$ cat config.mk
export PLATFORM = sky130hd
export DESIGN_NAME = rlve_front
export DESIGN_NICKNAME = d
export VERILOG_FILES = /design/src/rlve_pkg.sv /design/src/rlve_front.sv
export SDC_FILE = /design/constraint.sdc
export NUM_CORES = 1
export LEC_CHECK = 0
export BUFFER_PORTS_ARGS = -buffer_cell sky130_fd_sc_hd__clkbuf_2
export CORE_UTILIZATION = 45
export DETAILED_ROUTE_END_ITERATION = 12
export PLACE_DENSITY = 0.68
export SYNTH_ARGS = -nofsm -noshare
export SYNTH_HDL_FRONTEND = slang
export SYNTH_SLANG_ARGS = --single-unit
$ cat constraint.sdc
create_clock -name clk -period 17.1 [get_ports clk]
set_input_delay 0 -clock clk [delete_from_list [all_inputs] [get_ports clk]]
set_output_delay 0 -clock clk [all_outputs]
set_load 0.05 [all_outputs]
$ cat src/rlve_pkg.sv
// ----------------------------------------------------------------------------
// rlve_pkg
// Shared types, widths and constants of the rectangular light vector block.
// ----------------------------------------------------------------------------
package rlve_pkg;

  // field widths
  localparam int W_POS  = 32;
  localparam int W_REG  = 24;
  localparam int W_ADDR = 5;
  localparam int W_DATA = 32;
  localparam int W_LIMB = 32;

  // datapath widths, all magnitudes
  localparam int W_MAG  = 32;
  localparam int W_SQ   = 63;
  localparam int W_RR   = 64;
  localparam int W_LL   = 48;
  localparam int W_CF   = 50;
  localparam int W_AXY  = W_SQ + W_LL;
  localparam int W_CFR  = W_CF + W_RR;
  localparam int W_RR2  = 2 * W_RR;
  localparam int W_P    = 132;
  localparam int W_NZ   = W_P + W_MAG;
  localparam int W_NC   = W_NZ + W_MAG;
  localparam int W_K    = 29;
  localparam int W_NK   = W_NC + W_K;
  localparam int W_U    = W_NK + W_REG;
  localparam int W_DEN4 = 2 * W_RR2;
  localparam int W_DEN  = W_DEN4 + 3;
  localparam int W_Q    = 33;

  // 1/(4*pi) in Q0.32
  localparam logic [W_K-1:0]   INV4PI    = 29'd341782638;
  localparam logic [W_REG-1:0] REG_RESET = 24'h010000;

  localparam int QUEUE_DEPTH = 2;
  localparam int W_QPTR      = $clog2(QUEUE_DEPTH);
  localparam int W_QCNT      = $clog2(QUEUE_DEPTH + 1);

  typedef enum logic [2:0] {
    IDX_LENGTH,
    IDX_WIDTH,
    IDX_RED,
    IDX_GREEN,
    IDX_BLUE
  } cfg_idx_t;

  typedef struct packed {
    logic signed [W_POS-1:0] pos_x;
    logic signed [W_POS-1:0] pos_y;
    logic signed [W_POS-1:0] pos_z;
  } in_item_t;

  typedef struct packed {
    logic signed [W_POS-1:0] red_vx;
    logic signed [W_POS-1:0] red_vy;
    logic signed [W_POS-1:0] red_vz;
    logic signed [W_POS-1:0] green_vx;
    logic signed [W_POS-1:0] green_vy;
    logic signed [W_POS-1:0] green_vz;
    logic signed [W_POS-1:0] blue_vx;
    logic signed [W_POS-1:0] blue_vy;
    logic signed [W_POS-1:0] blue_vz;
    logic                    saturated;
    logic                    degenerate;
  } out_item_t;

  typedef struct packed {
    logic [W_REG-1:0] rect_length;
    logic [W_REG-1:0] rect_width;
    logic [W_REG-1:0] irr_red;
    logic [W_REG-1:0] irr_green;
    logic [W_REG-1:0] irr_blue;
  } cfg_regs_t;

  // classified point: magnitudes and signs of x, y, z
  typedef struct packed {
    logic [2:0][W_MAG-1:0] mag;
    logic [2:0]            sgn;
    logic                  degen;
  } pt_item_t;

  function automatic int mul_lat(input int wa, input int wb);
    return ((wa + W_LIMB - 1) / W_LIMB) * ((wb + W_LIMB - 1) / W_LIMB);
  endfunction

endpackage

$ cat src/rlve_front.sv
// ----------------------------------------------------------------------------
// rlve_front
// Accepts shading points, splits them into sign and magnitude, flags the
// origin and queues them for the arithmetic pipeline.
// ----------------------------------------------------------------------------
module rlve_front import rlve_pkg::*; (
  input  logic     clk,
  input  logic     rst_n,
  input  logic     in_valid,
  output logic     in_stall,
  input  in_item_t in_data,
  output logic     q_valid,
  output pt_item_t q_item,
  input  logic     q_pop
);

  pt_item_t          ent_r [QUEUE_DEPTH];
  logic [W_QPTR-1:0] wr_ptr_r, wr_ptr_nxt;
  logic [W_QPTR-1:0] rd_ptr_r, rd_ptr_nxt;
  logic [W_QCNT-1:0] cnt_r, cnt_nxt;
  logic [2:0][W_POS-1:0] raw;
  pt_item_t          cls;
  logic              push;

  assign raw = {in_data.pos_z, in_data.pos_y, in_data.pos_x};

  always_comb begin
    for (int c = 0; c < 3; c++) begin
      cls.sgn[c] = raw[c][W_POS-1];
      cls.mag[c] = raw[c][W_POS-1] ? (~raw[c] + W_MAG'(1)) : raw[c];
    end
    cls.degen = (raw == '0);
  end

  assign in_stall = (cnt_r == W_QCNT'(QUEUE_DEPTH));
  assign push     = in_valid && !in_stall;
  assign q_valid  = (cnt_r != '0);
  assign q_item   = ent_r[rd_ptr_r];

  always_comb begin
    wr_ptr_nxt = wr_ptr_r;
    rd_ptr_nxt = rd_ptr_r;
    cnt_nxt    = cnt_r;
    if (push) begin
      wr_ptr_nxt = (wr_ptr_r == W_QPTR'(QUEUE_DEPTH - 1)) ? '0 : wr_ptr_r + 1'b1;
    end
    if (q_pop) begin
      rd_ptr_nxt = (rd_ptr_r == W_QPTR'(QUEUE_DEPTH - 1)) ? '0 : rd_ptr_r + 1'b1;
    end
    if (push && !q_pop) begin
      cnt_nxt = cnt_r + 1'b1;
    end else if (!push && q_pop) begin
      cnt_nxt = cnt_r - 1'b1;
    end
  end

  always_ff @(posedge clk) begin
    if (!rst_n) begin
      wr_ptr_r <= '0;
      rd_ptr_r <= '0;
      cnt_r    <= '0;
    end else begin
      wr_ptr_r <= wr_ptr_nxt;
      rd_ptr_r <= rd_ptr_nxt;
      cnt_r    <= cnt_nxt;
    end
  end

  always_ff @(posedge clk) begin
    if (push) begin
      ent_r[wr_ptr_r] <= cls;
    end
  end

  a_cnt_bound: assert property (@(posedge clk) disable iff (!rst_n)
    cnt_r <= W_QCNT'(QUEUE_DEPTH))
    else $error("queue count above depth");

  a_pop_nonempty: assert property (@(posedge clk) disable iff (!rst_n)
    q_pop |-> cnt_r != '0)
    else $error("pop from empty queue");

endmodule

Word-level counts from Yosys, hierarchy flattened
Memories as Yosys holds them, arrays and structs flattened. A register that Yosys moved wholly into a read port is not among the register bits.
Cells that the tools add are included.
{ "word_totals": {"reg_bits": 4, "latchBits": 0, "ramBits": 200, "mem_bits_ro": 0, "inputBits": 100, "output_inout_bits": 102, "word_cells": 35, "memories": 1} }
{ "classes": {"addsub": 7, "multipliers": 0, "div_mod_pow": 0, "n_lt_le_gt_ge": 0, "n_eq_ne": 1, "shift": 0, "mux": 11, "bitwise": 3, "reduce_logical": 9} }
{ "memory_table": {"columns": ["memory", "words", "word_bits", "read_ports", "rd_clocked_by_memory_dff", "wr", "line", "text"], "rows": [
  ["ent_r", 2, 100, 1, 1, 1, "rlve_front.sv:17", "pt_item_t ent_r [QUEUE_DEPTH];"]
]} }
{ "op_table": {"columns": ["operator", "n"], "rows": [
  ["32-bit by 1-bit adder with 32-bit output, second input constant", 3],
  ["96-bit zero test", 1],
  ["32-bit two-way mux", 3],
  ["32-bit inverter", 3],
  ["1-bit two-way mux", 6],
  ["2-bit two-way mux", 2],
  ["2-bit nonzero test", 2],
  ["1-bit logical AND", 3],
  ["1-bit zero test", 3],
  ["1-bit adder, second input constant", 2],
  ["2-bit by 1-bit adder with 2-bit output, second input constant", 1],
  ["2-bit equality test, second input constant", 1],
  ["2-bit by 1-bit subtractor with 2-bit output, second input constant", 1]
]} }

Depth between registers and ports, before layout
{ "logic_depth": {"depth_word": 7, "depth_mapped": 7, "depth_no_buf": 7} }

Least setup slack after synthesis
Ideal clock, no wire load.
{ "synth_timing": {"path_kind": "register to register", "from": "reg cnt_r[0]", "to": "mem ent_r[0][0] (netlist bit), enable pin", "setup_time_ns": 0.561, "t_arrival_ns": 4.777, "required_time_ns": 16.539, "slack_ns": 11.762, "path_stages_with_launch": 4, "n_path_buf": 0, "synth_period_minus_slack_ns": 5.338, "cell_sequence": "dfxtp_1 nand2b_1 nand2_1 nor2_1"} }
{ "synth_between": {"elab_chain_len": 5} }
{ "synth_lines": {"columns": ["item", "line", "text"], "rows": [
  ["start: declaration", "rlve_front.sv:20", "logic [W_QCNT-1:0] cnt_r, cnt_nxt;"],
  ["start signal: assignment", "rlve_front.sv:65", "cnt_r <= cnt_nxt;"],
  ["2-bit equality test", "rlve_front.sv:35", "assign in_stall = (cnt_r == W_QCNT'(QUEUE_DEPTH));"],
  ["1-bit zero test", "rlve_front.sv:36", "assign push = in_valid && !in_stall;"],
  ["1-bit logical AND", "rlve_front.sv:36", null],
  ["1-bit two-way mux", "rlve_front.sv:70", "if (push) begin"],
  ["1-bit two-way mux (not written as such)", "rlve_front.sv:71", "ent_r[wr_ptr_r] <= cls;"],
  ["end: declaration", "rlve_front.sv:17", null]
]} }
Every way passes these cells.

==> metrics.txt <==
run status complete, no violations; number of hold buffers added after cts 112; area growth from synthesis to layout 34.0%; number of synthesized flops with an enable pin 200; Worst Hold Margin 0.178 ns; Chip Height 146 um; filler instances 1551; final standard cell count with taps included and fillers excluded 1233; final-stage net count about 1.1k; Post-synth ARST share 0%; number of slew-limit violations in the final report 0; startpoint kind of the worst setup timing path input pin; global-route wire length before repair 33000 um; highest metal used met4; area of the core region 20300 um2; count of port buffers added during placement 201; setup bufs post-CTS 0; pin count of the biggest net entering global routing 60; Starting Density approximately 46%; metal3 WL 1160 um; fin crit period 2.94 ns; synthesized netlist cell count between 600 and 700; sequential share of the synthesized area between 60% and 70%; worst r2r path cells 3; post-synthesis cell type with the largest combined area sky130_fd_sc_hd__edfxtp_1; average vias per placed instance 5.18; Total Neg Setup Slack 0 ns; largest buffer count on any clock path 3; leakage dissipation between 4 and 5 nW; wire length on met2 between 10000 and 15000 um; fin util 61.8%; post-synth net total 730; Detail Route Antenna Nets 0; biggest area contributors in the synthesized netlist sky130_fd_sc_hd__edfxtp_1, sky130_fd_sc_hd__mux2_2, sky130_fd_sc_hd__xnor2_1; clock transition at the register clock pins on the worst setup and hold paths after CTS approximately 0.060 ns; Most Frequent Cell on Critical Path sky130_fd_sc_hd__dlygate4sd3_1; Critical Path Sink ent_r[0][33]$_DFFE_PP_; biggest fanout along the worst timing path 6; routed length per instance 17.2 um; routed wire length 21200 um; leading register cell type out of synthesis sky130_fd_sc_hd__edfxtp_1; final RePlAce weighted congestion between 0.7 and 0.8; overflow left after global routing 0; initial detailed-routing violation count approximately 380; number of resized instances in the post-cts repair step 0; r2r setup slk ~15 ns; TritonCTS clock tree done; floorplan die width ~150 um; mapped cell area 9370 um2; classification of the worst-slack hold path input pin to flop; worst path required time ~17 ns; buffers plus inverters on the worst setup path 3; syn avg cell area 15.0 um2; DRC Markers 0; Detail Placement HPWL between 10000 and 15000 um; Cell Count Post-Placement roughly 1.1k; clock network latency to the later pin of the worst-skew pair between 0.4 and 0.5 ns; unrepaired setup endpoints after global routing no; GRT Resource Usage Total 19.7%; kind of end point of the critical path flop; worst slew margin relative to its limit between 40 and 50%; Worst R2R Start cnt_r[0]$_SDFFE_PN0P_; # clock sinks 205; critical path data arrival time 3.18 ns; Via Count roughly 6.4k; CTS root buf sky130_fd_sc_hd__clkbuf_16; path length in cells of the critical path 8; slowest stage cell on the critical path sky130_fd_sc_hd__or4_4; DRT met1 WL 8710 um; power density over cell area about 120 nW/um2; Synth cell types 37; top-level I/O count roughly 200; MaxCap Viol Count 0; number of warnings printed during yosys synthesis 0; gate family responsible for the most delay along the worst path simple AND/OR/NAND/NOR gates; number of antenna violations at the first check in global routing 0; ratio of cells with drive above 1 in the final layout 37.0%; final hold viol count 0; Initial DRT Pass Iterations 6; portion of synthesized cell area occupied by the leading cell type 64.1%; type of the worst setup path input pin to flop; highest attainable clock frequency 340 MHz; number of global-route vias before repair 6463; maximum ir drop on the vdd rail 0.0968 mV; ordered cell list for the critical path dlygate4sd3_1 -> clkbuf_2 -> or4_4 -> nor4_1 -> nand3_1 -> o41ai_2 -> xnor2_1 -> dlygate4sd3_1; Die Footprint between 20000 and 25000 um2; cts bufs inserted 22; source of the critical timing path in_data[69]; slew of the pin with the lowest slew margin 0.831 ns; # setup viols final 0; clk_skew 0.00523 ns; final clock period utilization by the worst path 17.2%; H-tree levels 1; Yosys reg bits 205; site row count 52; Max stage delay on crit path 0.57 ns; antenna cells 0; worst reg2reg path endpoint ent_r[1][78]$_DFFE_PP_
## layout by cell type (no fill, tap or decap), types with 7 or more instances in the layout
| cell type | n |
|---|---|
| sky130_fd_sc_hd__clkbuf_2 | 201 |
| sky130_fd_sc_hd__edfxtp_1 | 200 |
| sky130_fd_sc_hd__or4_1 | 15 |
| sky130_fd_sc_hd__nor2_1 | 18 |
| sky130_fd_sc_hd__or3_1 | 11 |
| sky130_fd_sc_hd__inv_1 | 11 |
| sky130_fd_sc_hd__dlygate4sd3_1 | 112 |
| sky130_fd_sc_hd__clkbuf_16 | 23 |
| sky130_fd_sc_hd__nand2_1 | 32 |
| sky130_fd_sc_hd__nand3_1 | 7 |
| sky130_fd_sc_hd__o31ai_1 | 22 |
| sky130_fd_sc_hd__mux2_2 | 100 |
| sky130_fd_sc_hd__o21ai_0 | 33 |
| sky130_fd_sc_hd__xnor2_1 | 85 |
| sky130_fd_sc_hd__o41ai_1 | 11 |
## synthesized netlist by cell type (6+ instances only)
library cell,count
sky130_fd_sc_hd__o21ai_0,33
sky130_fd_sc_hd__edfxtp_1,200
sky130_fd_sc_hd__nor2_1,19
sky130_fd_sc_hd__clkbuf_1,20
sky130_fd_sc_hd__or4_1,15
sky130_fd_sc_hd__nand3_1,7
sky130_fd_sc_hd__nand2_1,32
sky130_fd_sc_hd__inv_1,11
sky130_fd_sc_hd__or2_2,6
sky130_fd_sc_hd__mux2_2,100
sky130_fd_sc_hd__xnor2_1,85
sky130_fd_sc_hd__o41ai_1,11
sky130_fd_sc_hd__or3_1,11
sky130_fd_sc_hd__o31ai_1,22
## flip-flops by register name, indices dropped and copies added (netlist names), named ones only
signal    flops
cnt_r         2
wr_ptr_r      1
rd_ptr_r      1
ent_r       200
## power breakdown
| part | internal [mW] | switching [mW] | total (mW) |
|---|---|---|---|
| combinational | 0.111 | 0.249 | 0.360 |
| sequential | 0.622 | 0.0151 | 0.637 |
| clock | 0.299 | 0.185 | 0.484 |
| total | 1.03 | 0.449 | 1.48 |
## worst min-delay path by stage
stage | startpoint | endpoint | cells past startpoint
6_report | in_valid | cnt_r[1]$_SDFFE_PN0P_ | 6
4_1_cts | in_valid | cnt_r[1]$_SDFFE_PN0P_ | 6
3_5_place_dp | rst_n | wr_ptr_r$_SDFFE_PN0N_ | 2
3_3_place_gp | rst_n | wr_ptr_r$_SDFFE_PN0N_ | 2
5_1_grt | in_valid | cnt_r[1]$_SDFFE_PN0P_ | 6
2_1_floorplan | in_data[95] | ent_r[0][1]$_DFFE_PP_ | 0
## metal layers
metal	GRT usage (%)	vias to the layer above
met5	0	-
met4	7.81	0
met3	3.59	44
met2	34.7	196
met1	23.8	3109
li1	-	3037
## through the flow
stage / power, mW / setup WS, ns / cell area (um2)
6_report: 1.48 / 14.16 / 12500
5_1_grt: 1.54 / 13.95 / 12500
4_1_cts: 1.49 / 14.28 / 12500
3_5_place_dp: 0.985 / 14.73 / 10700
3_3_place_gp: 0.981 / 14.75 / 10700
2_1_floorplan: 0.903 / 11.76 / 9370
## worst reg2reg max path, stage by stage, from the launching register on
cell,delay (ns)
sky130_fd_sc_hd__dfxtp_1,0.38
sky130_fd_sc_hd__nand2b_1,0.16
sky130_fd_sc_hd__and3_4,0.65
sky130_fd_sc_hd__buf_4,0.73
## final cells by class
cell class                      count  area (um2)  share of cell area (%)
Inverter                           11        41.3                   0.329
Multi-Input combinational cell    390        3160                    25.2
Sequential cell                   205        6110                    48.7
Clock buffer                       29         618                    4.93
Timing Repair Buffer              317        2160                    17.2
Clock inverter                     11         129                    1.03
Tap cell                          270         338                    2.69
## cells by family after synthesis
group / count (synthesis) / synth area share (%)
AOI/OAI and AO/OA: 75 / 5.33
DFF: 205 / 65.2
muxes: 100 / 12.0
buffers and inverters: 31 / 1.24
adders and majority gates: 4 / 0.534
and+or+nand+nor: 121 / 7.27
xor gates and xnor gates: 90 / 8.42
Power figures use the tool's default switching activity.
